<file path="config.mk">
export PLATFORM = sky130hd
export DESIGN_NAME = ipv6_text_address_parser
export DESIGN_NICKNAME = d
export VERILOG_FILES = /design/src/ipv6tp_pkg.sv /design/src/ipv6tp_in_stage.sv /design/src/ipv6tp_core.sv /design/src/ipv6tp_out_reg.sv /design/src/ipv6_text_address_parser.sv
export VERILOG_INCLUDE_DIRS = /design/src /design/src/src
export SDC_FILE = /design/constraint.sdc
export NUM_CORES = 1
export LEC_CHECK = 0
export CAP_MARGIN = 15
export CORE_MARGIN = 1
export CORE_UTILIZATION = 25
export CTS_CLUSTER_SIZE = 28
export DETAILED_ROUTE_END_ITERATION = 8
export DONT_BUFFER_PORTS = 1
export SLEW_MARGIN = 20
export SYNTH_ARGS = -nofsm -noshare
export SYNTH_HDL_FRONTEND = slang
export SYNTH_HIERARCHICAL = 1
export SYNTH_SLANG_ARGS = --single-unit
</file>
<file path="constraint.sdc">
create_clock -name clk -period 28 [get_ports clk]
set_input_delay 5.6 -clock clk [delete_from_list [all_inputs] [get_ports clk]]
set_output_delay 5.6 -clock clk [all_outputs]
set_load 0.005 [all_outputs]
</file>
<file path="src/ipv6_text_address_parser_assert.svh">
// Assertion macros shared by the parser RTL.
`ifndef IPV6_TEXT_ADDRESS_PARSER_ASSERT_SVH
`define IPV6_TEXT_ADDRESS_PARSER_ASSERT_SVH

// Same-cycle implication, disabled while reset is asserted.
`define IPV6TP_ASSERT_IMPLY(lbl, clk, rst_n, ante, cons) \
	lbl: assert property (@(posedge clk) disable iff (!rst_n) (ante) |-> (cons)) \
		else $error("ipv6tp: same-cycle check failed");

// Next-cycle implication, disabled while reset is asserted.
`define IPV6TP_ASSERT_NEXT(lbl, clk, rst_n, ante, cons) \
	lbl: assert property (@(posedge clk) disable iff (!rst_n) (ante) |=> (cons)) \
		else $error("ipv6tp: next-cycle check failed");

`endif

</file>
<file path="src/ipv6tp_pkg.sv">
package ipv6tp_pkg;

	localparam int unsigned NumGroups = 8;
	localparam int unsigned GroupW    = 16;
	localparam logic [7:0]  ColonChar = 8'h3A;

	typedef logic [GroupW-1:0] group_t;

	// One character of address text
	typedef struct packed {
		logic [7:0] ch;
		logic       last;
	} item_t;

	// One parsed address
	typedef struct packed {
		logic        ok;
		logic [63:0] addr_high;
		logic [63:0] addr_low;
	} result_t;

	// Decode a hex digit: bit 4 marks a valid digit, bits 3:0 hold its value
	function automatic logic [4:0] hex_value(input logic [7:0] c);
		logic [4:0] r;
		r = 5'd0;
		if (c >= 8'h30 && c <= 8'h39) begin
			r = {1'b1, 4'(c - 8'h30)};
		end else if (c >= 8'h61 && c <= 8'h66) begin
			r = {1'b1, 4'(c - 8'h57)};
		end else if (c >= 8'h41 && c <= 8'h46) begin
			r = {1'b1, 4'(c - 8'h37)};
		end
		return r;
	endfunction

endpackage

</file>
<file path="src/ipv6tp_in_stage.sv">
module ipv6tp_in_stage (
	input  logic                clk,
	input  logic                arst_n,
	input  logic                in_valid,
	output logic                in_ready,
	input  ipv6tp_pkg::item_t   in_item,
	input  logic                advance,
	output logic                valid_s1,
	output ipv6tp_pkg::item_t   item_s1
);
	import ipv6tp_pkg::*;

	// Take a new word whenever the held one leaves or none is held
	assign in_ready = !valid_s1 || advance;

	always_ff @(posedge clk or negedge arst_n) begin
		if (!arst_n) begin
			valid_s1 <= 1'b0;
		end else if (in_ready) begin
			valid_s1 <= in_valid;
		end
	end

	// Hold the payload until it advances
	always_ff @(posedge clk) begin
		if (in_valid && in_ready) begin
			item_s1 <= in_item;
		end
	end

endmodule

</file>
<file path="src/ipv6tp_core.sv">
module ipv6tp_core (
	input  logic                  clk,
	input  logic                  arst_n,
	input  logic                  step,
	input  ipv6tp_pkg::item_t     item,
	output ipv6tp_pkg::result_t   result
);
	import ipv6tp_pkg::*;

	// Parse state of the current text
	logic [3:0]  group_count_q, gap_position_q;
	logic        gap_seen_q, has_digit_q, overflow_q, prev_colon_q, at_start_q, failed_q;
	group_t      piece_q;
	group_t      head_q [NumGroups];
	group_t      tail_q [NumGroups];

	logic [3:0]  n_count, n_gpos, gp, after_cnt;
	logic        n_gap, n_digit, n_ovf, n_colon, n_start, n_failed;
	group_t      n_piece;
	logic [4:0]  hex;
	logic        colon_close, do_close, head_wr, tail_push, ok;
	group_t      close_val;
	group_t      head_n [NumGroups];
	group_t      tail_n [NumGroups];
	logic [63:0] hi, lo;

	// Step the parse state by one character
	always_comb begin
		n_count     = group_count_q;
		n_gpos      = gap_position_q;
		n_gap       = gap_seen_q;
		n_piece     = piece_q;
		n_digit     = has_digit_q;
		n_ovf       = overflow_q;
		n_colon     = prev_colon_q;
		n_start     = at_start_q;
		n_failed    = failed_q;
		colon_close = 1'b0;
		head_wr     = 1'b0;
		tail_push   = 1'b0;
		close_val   = piece_q;
		hex         = hex_value(item.ch);

		if (item.ch == ColonChar) begin
			if (at_start_q) begin
				n_start = 1'b0;
			end else if (prev_colon_q) begin
				if (gap_seen_q) begin
					n_failed = 1'b1;
				end else begin
					n_gap  = 1'b1;
					n_gpos = group_count_q;
				end
			end else begin
				colon_close = 1'b1;
			end
			n_colon = 1'b1;
		end else if (hex[4]) begin
			// a digit right after a lone leading colon
			if (prev_colon_q && group_count_q == 4'd0 && !gap_seen_q) begin
				n_failed = 1'b1;
			end
			if (piece_q[15:12] != 4'd0) begin
				n_ovf = 1'b1;
			end
			n_piece = {piece_q[11:0], hex[3:0]};
			n_digit = 1'b1;
			n_colon = 1'b0;
			n_start = 1'b0;
		end else begin
			n_failed = 1'b1;
			n_colon  = 1'b0;
			n_start  = 1'b0;
		end

		// Close the current group on a colon or at the end of the text
		do_close  = colon_close || (item.last && !n_colon);
		close_val = n_piece;
		if (do_close) begin
			if (!n_digit || n_ovf) begin
				n_failed = 1'b1;
			end else if (!n_count[3]) begin
				head_wr   = !n_gap;
				tail_push = n_gap;
				n_count   = n_count + 4'd1;
			end else begin
				n_failed = 1'b1;
			end
			n_piece = '0;
			n_digit = 1'b0;
			n_ovf   = 1'b0;
		end

		// A trailing colon is only valid as the end of a gap
		if (item.last && n_colon && !(n_gap && n_gpos == n_count)) begin
			n_failed = 1'b1;
		end
	end

	// Group stores as they stand after this character
	always_comb begin
		for (int i = 0; i < NumGroups; i++) begin
			head_n[i] = (head_wr && group_count_q[2:0] == 3'(i)) ? close_val : head_q[i];
			if (tail_push) begin
				tail_n[i] = (i == NumGroups - 1) ? close_val : tail_q[(i + 1) % NumGroups];
			end else begin
				tail_n[i] = tail_q[i];
			end
		end
	end

	// Place explicit groups around the zero run
	always_comb begin
		ok        = !n_failed && (n_gap ? !n_count[3] : n_count == 4'd8);
		gp        = n_gap ? n_gpos : 4'd8;
		after_cnt = n_count - n_gpos;
		hi        = '0;
		lo        = '0;
		for (int i = 0; i < NumGroups; i++) begin
			group_t g;
			if (4'(i) < gp) begin
				g = head_n[i];
			end else if (4'(i) + after_cnt >= 4'd8) begin
				g = tail_n[i];
			end else begin
				g = '0;
			end
			if (i < 4) begin
				hi[(3 - i) * GroupW +: GroupW] = g;
			end else begin
				lo[(7 - i) * GroupW +: GroupW] = g;
			end
		end
		result.ok        = ok;
		result.addr_high = ok ? hi : 64'd0;
		result.addr_low  = ok ? lo : 64'd0;
	end

	// Advance control state; clear it after the last character
	always_ff @(posedge clk or negedge arst_n) begin
		if (!arst_n) begin
			group_count_q  <= '0;
			gap_position_q <= '0;
			gap_seen_q     <= 1'b0;
			piece_q        <= '0;
			has_digit_q    <= 1'b0;
			overflow_q     <= 1'b0;
			prev_colon_q   <= 1'b0;
			at_start_q     <= 1'b1;
			failed_q       <= 1'b0;
		end else if (step) begin
			if (item.last) begin
				group_count_q  <= '0;
				gap_position_q <= '0;
				gap_seen_q     <= 1'b0;
				piece_q        <= '0;
				has_digit_q    <= 1'b0;
				overflow_q     <= 1'b0;
				prev_colon_q   <= 1'b0;
				at_start_q     <= 1'b1;
				failed_q       <= 1'b0;
			end else begin
				group_count_q  <= n_count;
				gap_position_q <= n_gpos;
				gap_seen_q     <= n_gap;
				piece_q        <= n_piece;
				has_digit_q    <= n_digit;
				overflow_q     <= n_ovf;
				prev_colon_q   <= n_colon;
				at_start_q     <= n_start;
				failed_q       <= n_failed;
			end
		end
	end

	// Group stores hold payload only
	always_ff @(posedge clk) begin
		if (step) begin
			for (int i = 0; i < NumGroups; i++) begin
				head_q[i] <= head_n[i];
				tail_q[i] <= tail_n[i];
			end
		end
	end

endmodule

</file>
<file path="src/ipv6tp_out_reg.sv">
module ipv6tp_out_reg (
	input  logic                  clk,
	input  logic                  arst_n,
	input  logic                  load,
	input  ipv6tp_pkg::result_t   result,
	output logic                  slot_free,
	output logic                  out_valid,
	input  logic                  out_ready,
	output ipv6tp_pkg::result_t   out_result
);
	import ipv6tp_pkg::*;

	logic valid_q;

	// Slot is free when empty or being drained this cycle
	assign slot_free = !valid_q || out_ready;
	assign out_valid = valid_q;

	always_ff @(posedge clk or negedge arst_n) begin
		if (!arst_n) begin
			valid_q <= 1'b0;
		end else if (load) begin
			valid_q <= 1'b1;
		end else if (out_ready) begin
			valid_q <= 1'b0;
		end
	end

	// Hold the result word until taken
	always_ff @(posedge clk) begin
		if (load) begin
			out_result <= result;
		end
	end

endmodule

</file>
<file path="src/ipv6_text_address_parser.sv">
// Flow: a character is registered in the input stage, then parsed; the result word
//   is registered in the output slot when the last character leaves the parse stage.
// Throughput: one character per cycle; a stalled result word stalls input
//   only when the next last character reaches the parse stage.
// Reset: arst_n clears all control state and drops m_tvalid; group stores are not reset.
`include "ipv6_text_address_parser_assert.svh"

module ipv6_text_address_parser (
	input  logic         clk,
	input  logic         arst_n,
	input  logic         s_tvalid,
	output logic         s_tready,
	input  logic [7:0]   s_tdata,   // [7:0] ch
	input  logic         s_tlast,   // last
	output logic         m_tvalid,
	input  logic         m_tready,
	output logic [127:0] m_tdata,   // [63:0] addr_high, [127:64] addr_low
	output logic         m_tuser    // [0] ok
);
	import ipv6tp_pkg::*;

	item_t   in_item, item_s1;
	result_t step_result, out_result;
	logic    valid_s1, advance, slot_free, load;

	assign in_item.ch   = s_tdata;
	assign in_item.last = s_tlast;

	// Advance unless a last character waits on a full result slot
	assign advance = valid_s1 && (!item_s1.last || slot_free);
	assign load    = advance && item_s1.last;

	ipv6tp_in_stage u_in (
		.clk      (clk),
		.arst_n   (arst_n),
		.in_valid (s_tvalid),
		.in_ready (s_tready),
		.in_item  (in_item),
		.advance  (advance),
		.valid_s1 (valid_s1),
		.item_s1  (item_s1)
	);

	ipv6tp_core u_core (
		.clk    (clk),
		.arst_n (arst_n),
		.step   (advance),
		.item   (item_s1),
		.result (step_result)
	);

	ipv6tp_out_reg u_out (
		.clk        (clk),
		.arst_n     (arst_n),
		.load       (load),
		.result     (step_result),
		.slot_free  (slot_free),
		.out_valid  (m_tvalid),
		.out_ready  (m_tready),
		.out_result (out_result)
	);

	assign m_tuser = out_result.ok;
	assign m_tdata = {out_result.addr_low, out_result.addr_high};

	`IPV6TP_ASSERT_IMPLY(a_failed_is_zero, clk, arst_n, m_tvalid && !m_tuser, m_tdata == 128'd0)
	`IPV6TP_ASSERT_IMPLY(a_only_last_stalls, clk, arst_n, !s_tready, valid_s1 && item_s1.last)
	`IPV6TP_ASSERT_NEXT(a_last_gives_word, clk, arst_n, load, m_tvalid)

endmodule

</file>
==> Yosys cells after proc, flatten, opt, wreduce, memory -nomap -nowiden <==
Memory sizes are Yosys's and may differ from the RTL's.
Index checks and enable logic that the tools add are counted.
{ "classes": {"addsub": 12, "magnitude_cmp": 22, "n_eq_ne": 10, "n_mux": 90, "n_reduce_logical": 40} }
{ "op_table": {"columns": ["operator", "n"], "rows": [
  ["two-way mux 16 bit", 36],
  ["two-way mux 1 bit", 41],
  ["two-way mux 4 bit", 10],
  [">= comparator 4 bit (second input constant)", 8],
  ["logical AND 1 bit", 21],
  ["adder 3 x 4 -> 4 bit (first input constant)", 4],
  [">= comparator 8 x 7 -> 1 bit (second input constant)", 2],
  ["<= comparator 8 x 7 -> 1 bit (second input constant)", 2],
  ["< comparator 3 x 4 -> 1 bit (first input constant)", 4],
  ["two-way mux 5 bit", 3],
  ["equality test 3 bit (second input constant)", 4],
  ["logical NOT 1 bit", 10],
  ["adder 2 x 4 -> 4 bit (first input constant)", 2],
  ["equality test 8 x 6 -> 1 bit (second input constant)", 1],
  [">= comparator 8 x 6 -> 1 bit (second input constant)", 1],
  ["<= comparator 8 x 6 -> 1 bit (second input constant)", 1],
  ["< comparator 1 x 4 -> 1 bit (first input constant)", 2],
  ["< comparator 2 x 4 -> 1 bit (first input constant)", 2],
  ["subtractor 4 x 3 -> 4 bit (second input constant)", 2],
  ["equality test 3 x 2 -> 1 bit (second input constant)", 2],
  ["logical OR 1 bit", 5],
  ["adder 1 x 4 -> 4 bit (first input constant)", 1],
  ["adder 4 x 1 -> 4 bit (second input constant)", 1],
  ["equality test 4 bit", 1],
  ["other kinds (8)", 8]
]} }
{ "word_totals": {"reg_bits": 170, "mem_bits_rw": 256, "in_bits": 13, "output_inout_bits": 131, "elab_cells": 192, "mem_count": 2} }
{ "mem_list": {"columns": ["name", "words", "word_bits", "rd", "rd_ports_with_merged_regs", "write_ports", "line_no", "source"], "rows": [
  ["u_core.head_q", 8, 16, 8, 0, 8, "ipv6tp_core.sv:14", "group_t head_q [NumGroups];"],
  ["u_core.tail_q", 8, 16, 8, 0, 8, "ipv6tp_core.sv:15", "group_t tail_q [NumGroups];"]
]} }

==> Logic depth before layout (Yosys ltp) <==
Gate-level depths: netlist of the first run.
{ "depth": {"ltp_word": 18, "mapped_depth": 19, "ltp_nobuf": 16} }

==> Cells and area by module <==
Netlist of the first run, hierarchy kept.
{ "modules_own_cells": {"columns": ["mod", "n_inst", "cells_each", "area_per_inst_um2"], "rows": [
  ["ipv6tp_core", 1, 1421, 15778.9],
  ["ipv6tp_out_reg", 1, 132, 3921.3],
  ["ipv6tp_in_stage", 1, 13, 324.1],
  ["ipv6_text_address_parser", 1, 3, 18.8]
]} }

==> Worst setup path after synthesis of the first run <==
No wires, ideal clock.
{ "synth_timing": {"path_kind": "input to output", "from": "input port m_tready", "to": "output port s_tready", "arrival_ns": 19.679, "required_ns": 22.400, "path_slack_ns": 2.721, "cell_stages": 4, "path_cell_list": "nand2b_4 > inv_1 > a21boi_1 > nand2b_4"} }
{ "synth_between": {"elab_chain_cells": 4} }
{ "synth_rtl": {"columns": ["item", "line_no", "source"], "rows": [
  ["from (decl)", "ipv6_text_address_parser.sv:16", "input logic m_tready,"],
  ["logical OR 1 bit", "ipv6tp_out_reg.sv:16", "assign slot_free = !valid_q || out_ready;"],
  ["logical OR 1 bit", "ipv6_text_address_parser.sv:30", "assign advance = valid_s1 && (!item_s1.last || slot_free);"],
  ["logical AND 1 bit", "ipv6_text_address_parser.sv:30", null],
  ["net advance", "ipv6_text_address_parser.sv:24", "logic valid_s1, advance, slot_free, load;"],
  ["logical OR 1 bit", "ipv6tp_in_stage.sv:14", "assign in_ready = !valid_s1 || advance;"],
  ["to (decl)", "ipv6_text_address_parser.sv:12", "output logic s_tready,"]
]} }
The timed path passes the listed nets, and every way through them passes these cells.

==> Worst setup path in the final report of the first run <==
Ends and elaborated chain as after synthesis.

==> impl_metrics.yaml, run 1 <==
setup_path:
  crit_arrival_ns: 6.10
  timing_worst_setup_path_type: "in -> out"
  cp_slowest_cell: "a21boi_4"
  worst_path_most_repeated_cell: "nand2b_4"
  end_kind: "output port"
  cp-start-kind: "primary input"
  path_cells: "nand2b_4, inv_1, a21boi_4, nand2b_4"
  worst-path-max-fanout: 3
  max_stage_delay_ns: 0.16
  worstPathRequired_ns: 22.40
power_and_ir_drop:
  power_density_nw_per_um2: 69.0
  p_switching_uw: 390
  p_comb_share_pct: 9.6
  p_leak_uw: 0.00792
  p_seq_share_pct: 50.5
  p_int_uw: 1170
  peakVddDrop_mv: 0.0480
  p_sw_share_pct: 25.0
  pwr-share-clk_pct: 39.9
grt:
  grt_max_degree: 173
  grt_pass1_wl_um: 82500
  grt_use_total_pct: 13.6
  grt_pass1_vias: 12100
  antenna_found_initial: 4
  overflow: 0
clock_tree:
  clkTransAtPathRegs_ns: 0.06
  clock_path_buffers: 3
  cts_sinks: 426
  cts_tree: "built"
  cts_buffers: 45
  cts_setup_buffers: 0
  cts.htree.levels: 2
  cts_root_buf: "clkbuf_16"
  cts_hold_buf: 0
  clk_latency_ns: 0.60
  post_cts_resized: 0
floorplanning:
  core_um2: 79100
  die_w_um: 285
  ios: 144
  dieArea_um2: 81300
  start_util_pct: 25.3
  fp.dieH_um: 285
  rows: 103
timing:
  max_slew.worst_pin.slew_ns: 1.21
  setup_violations: 0
  setup_ws_ns: 16.30
  hold_slack_ns: 0.539
  period_minus_slack_ns: 11.70
  finClkSkew_ns: 0.0378
  rsz0062_at_grt: "no"
  max_freq_mhz: 85.5
  finalHoldViolations: 0
  period_share_pct: 41.8
  final-max-slew-violation-count: 0
  slew_headroom_pct: 19.0
  tns_ns: 0
run_status:
  status: "finished, final reports clean"
worst_hold_path:
  hold_path_class: "reg -> reg"
placed_design:
  post-place-ws_ns: 16.30
  hpwl_um: 38000
  place_congestion: 0.835
  io_buffers: 0
routing:
  drt-pass1-iter-count: 5
  drt-total-wl_um: 56800
  viasPerCell: 4.70
  vias: 12400
  route.detailed.drc: 0
  drt_iter0_markers: 1342
  wl_per_cell_um: 21.6
  postRouteAntennaNets: 0
synth:
  synth_area_um2: 20000
  syn-num-nets: 1596
  netlist_instances: 1569
  synthTopCellsByArea: "edfxtp_1 (59%), mux2_2 (6.6%), mux2i_1 (4.0%), dfrtp_1 (3.9%), nand2_1 (2.6%)"
  synth.top_cell.area_share_pct: 59.0
  synth_seq_cells: 426
  synth_edf_count: 394
  avgSynthCellArea_um2: 12.8
  async_flop_share_pct: 7.51
  yosysSeqAreaShare_pct: 63.0
  ys.flop_type: "edfxtp_1"
  synth.distinct_cells: 73
  ys_warn_count: 6
  synth_top_cell_by_area: "edfxtp_1"
finish:
  fin_util_pct: 28.6
  area_growth_syn_to_layout_pct: 13.0
  fillCellCount: 8030
  drive_gt1_share_pct: 15.1
  nets: 1567
run:
  maxCapViolations: 0
-- logic make-up after synthesis --
family                     Yosys count  share of synthesized area, %
xor gates and xnor gates            13                          1.04
AOI/OAI and AO/OA                  318                          10.3
muxes                              201                          10.8
adders and majority gates           14                         0.911
DFF                                426                          63.0
buffers and inverters              210                          4.49
and+or+nand+nor                    387                          9.46
-- metrics by stage --
stage | area [um^2] | instances | total power, uW
2_1_floorplan | 20000 | 1569 | 920
4_1_cts | 22600 | 2626 | 1580
6_report | 22600 | 2627 | 1560
3_5_place_dp | 21100 | 2543 | 952
5_1_grt | 22600 | 2626 | 1620
3_3_place_gp | 21100 | 2543 | 947
-- critical path: cells and delay by family --
family | cells | cell delay [ns]
buffers and inverters | 1 | 0.07
and+or+nand+nor | 2 | 0.27
AOI/OAI and AO/OA | 1 | 0.16
-- path summary, 6_finish.rpt --
kind,from,endpoint,cells past startpoint,slack [ns]
max,m_tready,s_tready,4,16.30
min,u_core/has_digit_q,u_core/has_digit_q,2,0.54
max reg2reg,u_in/item_s1[1],u_out/out_result[123],15,21.51
min reg2reg,u_core/has_digit_q,u_core/has_digit_q,2,0.54
max in group asynchronous,arst_n,u_core/at_start_q,0,23.10
min in group asynchronous,arst_n,u_core/piece_q[4],0,4.70
-- synth_stat cells, drive strengths merged (3+ instances only) --
master   count
o2111ai      3
xnor2        6
inv        114
a21o        15
and3         4
xor2         6
nand2b      23
a21oi       88
o21a         5
a31oi        4
nor2b       35
edfxtp     394
nand3b       3
o21ai       61
dfrtp       31
o211ai       6
nor3         6
mux2       121
nor2        89
o22ai       57
a21boi       3
buf         45
nand3       25
mux2i       80
ha          13
a22oi        5
clkbuf      51
and2        50
a211o       17
nand2      138
a2bb2oi     44
-- flip-flops by register name (all words and copies together) (netlist names) --
name and flops:
u_core/at_start_q 1, u_core/failed_q 1, u_core/gap_position_q 4, u_core/gap_seen_q 1
u_core/group_count_q 4, u_core/has_digit_q 1, u_core/head_q 128, u_core/overflow_q 1
u_core/piece_q 16, u_core/prev_colon_q 1, u_core/tail_q 128, u_in/item_s1 9
u_in/valid_s1 1, u_out/out_result 129, u_out/out_valid 1
-- routing by layer --
layer	GRT usage, %	up-vias	share of wire [%]
met5	0	-	0
met4	3.64	0	2.0
met3	3.18	56	8.1
met2	22.3	438	47
met1	17.9	6205	43
li1	-	5655	-
-- cells in the final DEF (no fill, tap or decap), types with 6 or more instances in the layout --
master,Yosys,final
o22ai_1,56,56
o21ai_0,58,58
a211o_1,17,16
dfrtp_1,31,31
edfxtp_1,394,394
mux2_2,118,118
clkinv_2,0,7
nand2_1,137,137
inv_1,114,114
nor2_1,87,87
a21o_1,15,15
a2bb2oi_1,44,44
nand2b_1,20,20
buf_4,4,19
ha_1,13,13
clkbuf_1,51,7
and2_0,7,6
bufinv_16,0,6
clkbuf_16,0,45
mux2i_1,80,80
nor3_1,6,6
a21oi_1,88,88
nor2b_1,35,35
and2_1,42,43
nand3_1,25,25
-- power by group through the flow --
stage	Clock, uW	Sequential (uW)	Combinational (uW)
4_1_cts	638	790	150
3_5_place_dp	0	803	149
6_report	622	789	150
3_3_place_gp	0	801	146
5_1_grt	658	794	165
2_1_floorplan	0	811	109
-- area by class of cell --
cell class	instances	area [um^2]	area share, %
sequential	426	12600	55.8
inverter	114	428	1.89
timing repair buffer	20	163	0.718
tap	1050	1310	5.80
clock buffer	52	1150	5.09
clock inverter	31	374	1.65
antenna	1	2.50	0.0111
multi-input combinational	933	6570	29.0
Note: power is estimated with default switching activity, not from simulation.
==> run 2, diff against run 1 <==
- clock period: 28 -> 11.84 ns (I/O delays scaled with it)
==> run 2 against run 1 <==
Global-route usage increased by 0.72 points. Final area increased by 0.14%. Combinational power increased by 130%. Utilization about the same. Setup slack got worse by 10 ns.
==> impl_metrics.yaml, run 2 (synthesis gave the netlist of run 1 again) <==
run_status:
  status: "finished, final reports clean"
floorplanning:
  dieArea_um2: 81300
  start_util_pct: 25.3
  core_um2: 79100
  fp.dieH_um: 285
  ios: 144
  rows: 103
  die_w_um: 285
clock_tree:
  post_cts_resized: 0
  cts_tree: "built"
  cts.htree.levels: 2
  cts_buffers: 49
  clkTransAtPathRegs_ns: 0.06
  cts_setup_buffers: 0
  clock_path_buffers: 3
  cts_hold_buf: 0
  cts_root_buf: "clkbuf_16"
  cts_sinks: 426
  clk_latency_ns: 0.60
finish:
  nets: 1573
  area_growth_syn_to_layout_pct: 13.1
  regArea_um2: 12600
  multi_input_area_um2: 6580
  final_common_cell: "edfxtp_1"
  fillCellCount: 8020
  largest_reg_flops: 129
  fin_util_pct: 28.7
  antennaDiodeCount: 0
  finalNonFillerCells: 2634
  final_cell_mix: "edfxtp_1 (394), nand2_1 (137), mux2_2 (118)"
  drive_gt1_share_pct: 14.8
  reg_top3: "u_out/out_result (129), u_core/head_q (128), u_core/tail_q (128)"
  regMostFlops: "u_out/out_result"
worst_hold_path:
  hold_path_class: "reg -> reg"
power_and_ir_drop:
  p_leak_uw: 0.00796
  p_switching_uw: 913
  p_comb_share_pct: 9.5
  p_seq_share_pct: 50.8
  p_sw_share_pct: 24.8
  pwr-share-clk_pct: 39.7
  power_density_nw_per_um2: 163
  peakVddDrop_mv: 0.112
  p_int_uw: 2780
setup_path:
  timing_worst_setup_path_type: "reg -> reg"
  cp-start-kind: "flop"
  worst-path-max-fanout: 14
  max_stage_delay_ns: 0.88
  crit_buf_inv: 2
  crit_family: "compound AO/OA/AOI/OAI gates"
  worstPathRequired_ns: 12.21
  end_kind: "flop"
  crit_arrival_ns: 6.33
  path_cells: "inv_1, ha_1, and3b_1, nand3_1, a211oi_1, o21ai_1, mux2i_1, inv_1, ha_1, a21o_1, a21oi_1, xor3_1, and2_0, nand2_1, a21oi_1"
  cp_slowest_cell: "xor3_1"
placed_design:
  place_inst: 2544
  post-place-ws_ns: 5.98
  hpwl_um: 39400
  io_buffers: 0
  place_congestion: 0.852
timing:
  setup_violations: 0
  slew_headroom_pct: 19.2
  period_share_pct: 50.3
  final-max-slew-violation-count: 0
  finalHoldViolations: 0
  finClkSkew_ns: 0.0268
  max_freq_mhz: 168
  max_slew.worst_pin.slew_ns: 1.21
  setup_ws_ns: 5.88
  rsz0062_at_grt: "no"
  period_minus_slack_ns: 5.96
  tns_ns: 0
run:
  maxCapViolations: 0
grt:
  antenna_found_initial: 1
  grt_pass1_wl_um: 86000
  grt_pass1_vias: 12400
  grt_max_degree: 145
  overflow: 0
  grt_use_total_pct: 14.3
routing:
  wl_per_cell_um: 22.7
  drt-total-wl_um: 59800
  drt-pass1-iter-count: 5
  viasPerCell: 4.75
  postRouteAntennaNets: 0
  vias: 12500
  route.detailed.drc: 0
  drt_iter0_markers: 1248
run 2: cell types whose count changed in the layout (fill, tap and decap cells not counted), moves of 2 or more:
cell        previous run  this run
clkbuf_8               0         3
clkbuf_16             45        49
clkinv_2               7         5
clkinvlp_4             5         0
a21oi_1               88        86
a21oi_2                0         2
clkbuf_1               7        14
bufinv_16              6         3
clkinv_1               5        10
run 2: final cells by class:
cell class / count / share of cell area, %
clock buffers: 66 / 5.82
clock inverters: 23 / 0.916
inverters: 114 / 1.89
multi-input cells: 933 / 29.0
flip-flops and latches: 426 / 55.7
well taps: 1050 / 5.79
repair buffers: 22 / 0.833
run 2: worst min-delay path: stages, from the launching register on:
cell and delay [ns]:
dfrtp_1 0.37, nand2_1 0.05, o21ai_0 0.06
run 2: power by group through the flow:
| stage | sequential (uW) | combinational [uW] | clock [uW] |
|---|---|---|---|
| final | 1870 | 351 | 1470 |
| after global routing | 1890 | 385 | 1560 |
| after CTS | 1880 | 349 | 1500 |
| after detailed placement | 1910 | 347 | 0 |
| after global placement | 1900 | 339 | 0 |
| after floorplan | 1890 | 257 | 0 |
run 2: per-layer routing:
metal	track usage (%)	vias to the layer above	share of wire, %
met5	0	-	0
met2	22.9	479	47
met4	4.22	0	2.6
li1	-	5669	-
met3	5.58	83	10
met1	17.8	6270	41
run 2: stage by stage:
step | instance area [um^2] | hold slack (ns) | total power (uW)
floorplan | 20100 | 0.469 | 2140
global placement | 21100 | 0.507 | 2240
detailed placement | 21100 | 0.505 | 2250
CTS | 22600 | 0.521 | 3730
global route | 22700 | 0.561 | 3830
finish | 22700 | 0.528 | 3690
run 2: final timing paths:
path	depth (start not counted)	endpoint	startpoint	slack, ns
max	15	u_out/out_result[120]	u_in/item_s1[1]	5.88
min	2	u_core/has_digit_q	u_core/has_digit_q	0.53
max reg2reg	15	u_out/out_result[120]	u_in/item_s1[1]	5.88
min reg2reg	2	u_core/has_digit_q	u_core/has_digit_q	0.53
max in group asynchronous	0	u_core/at_start_q	arst_n	10.18
min in group asynchronous	0	u_out/out_valid	arst_n	1.46
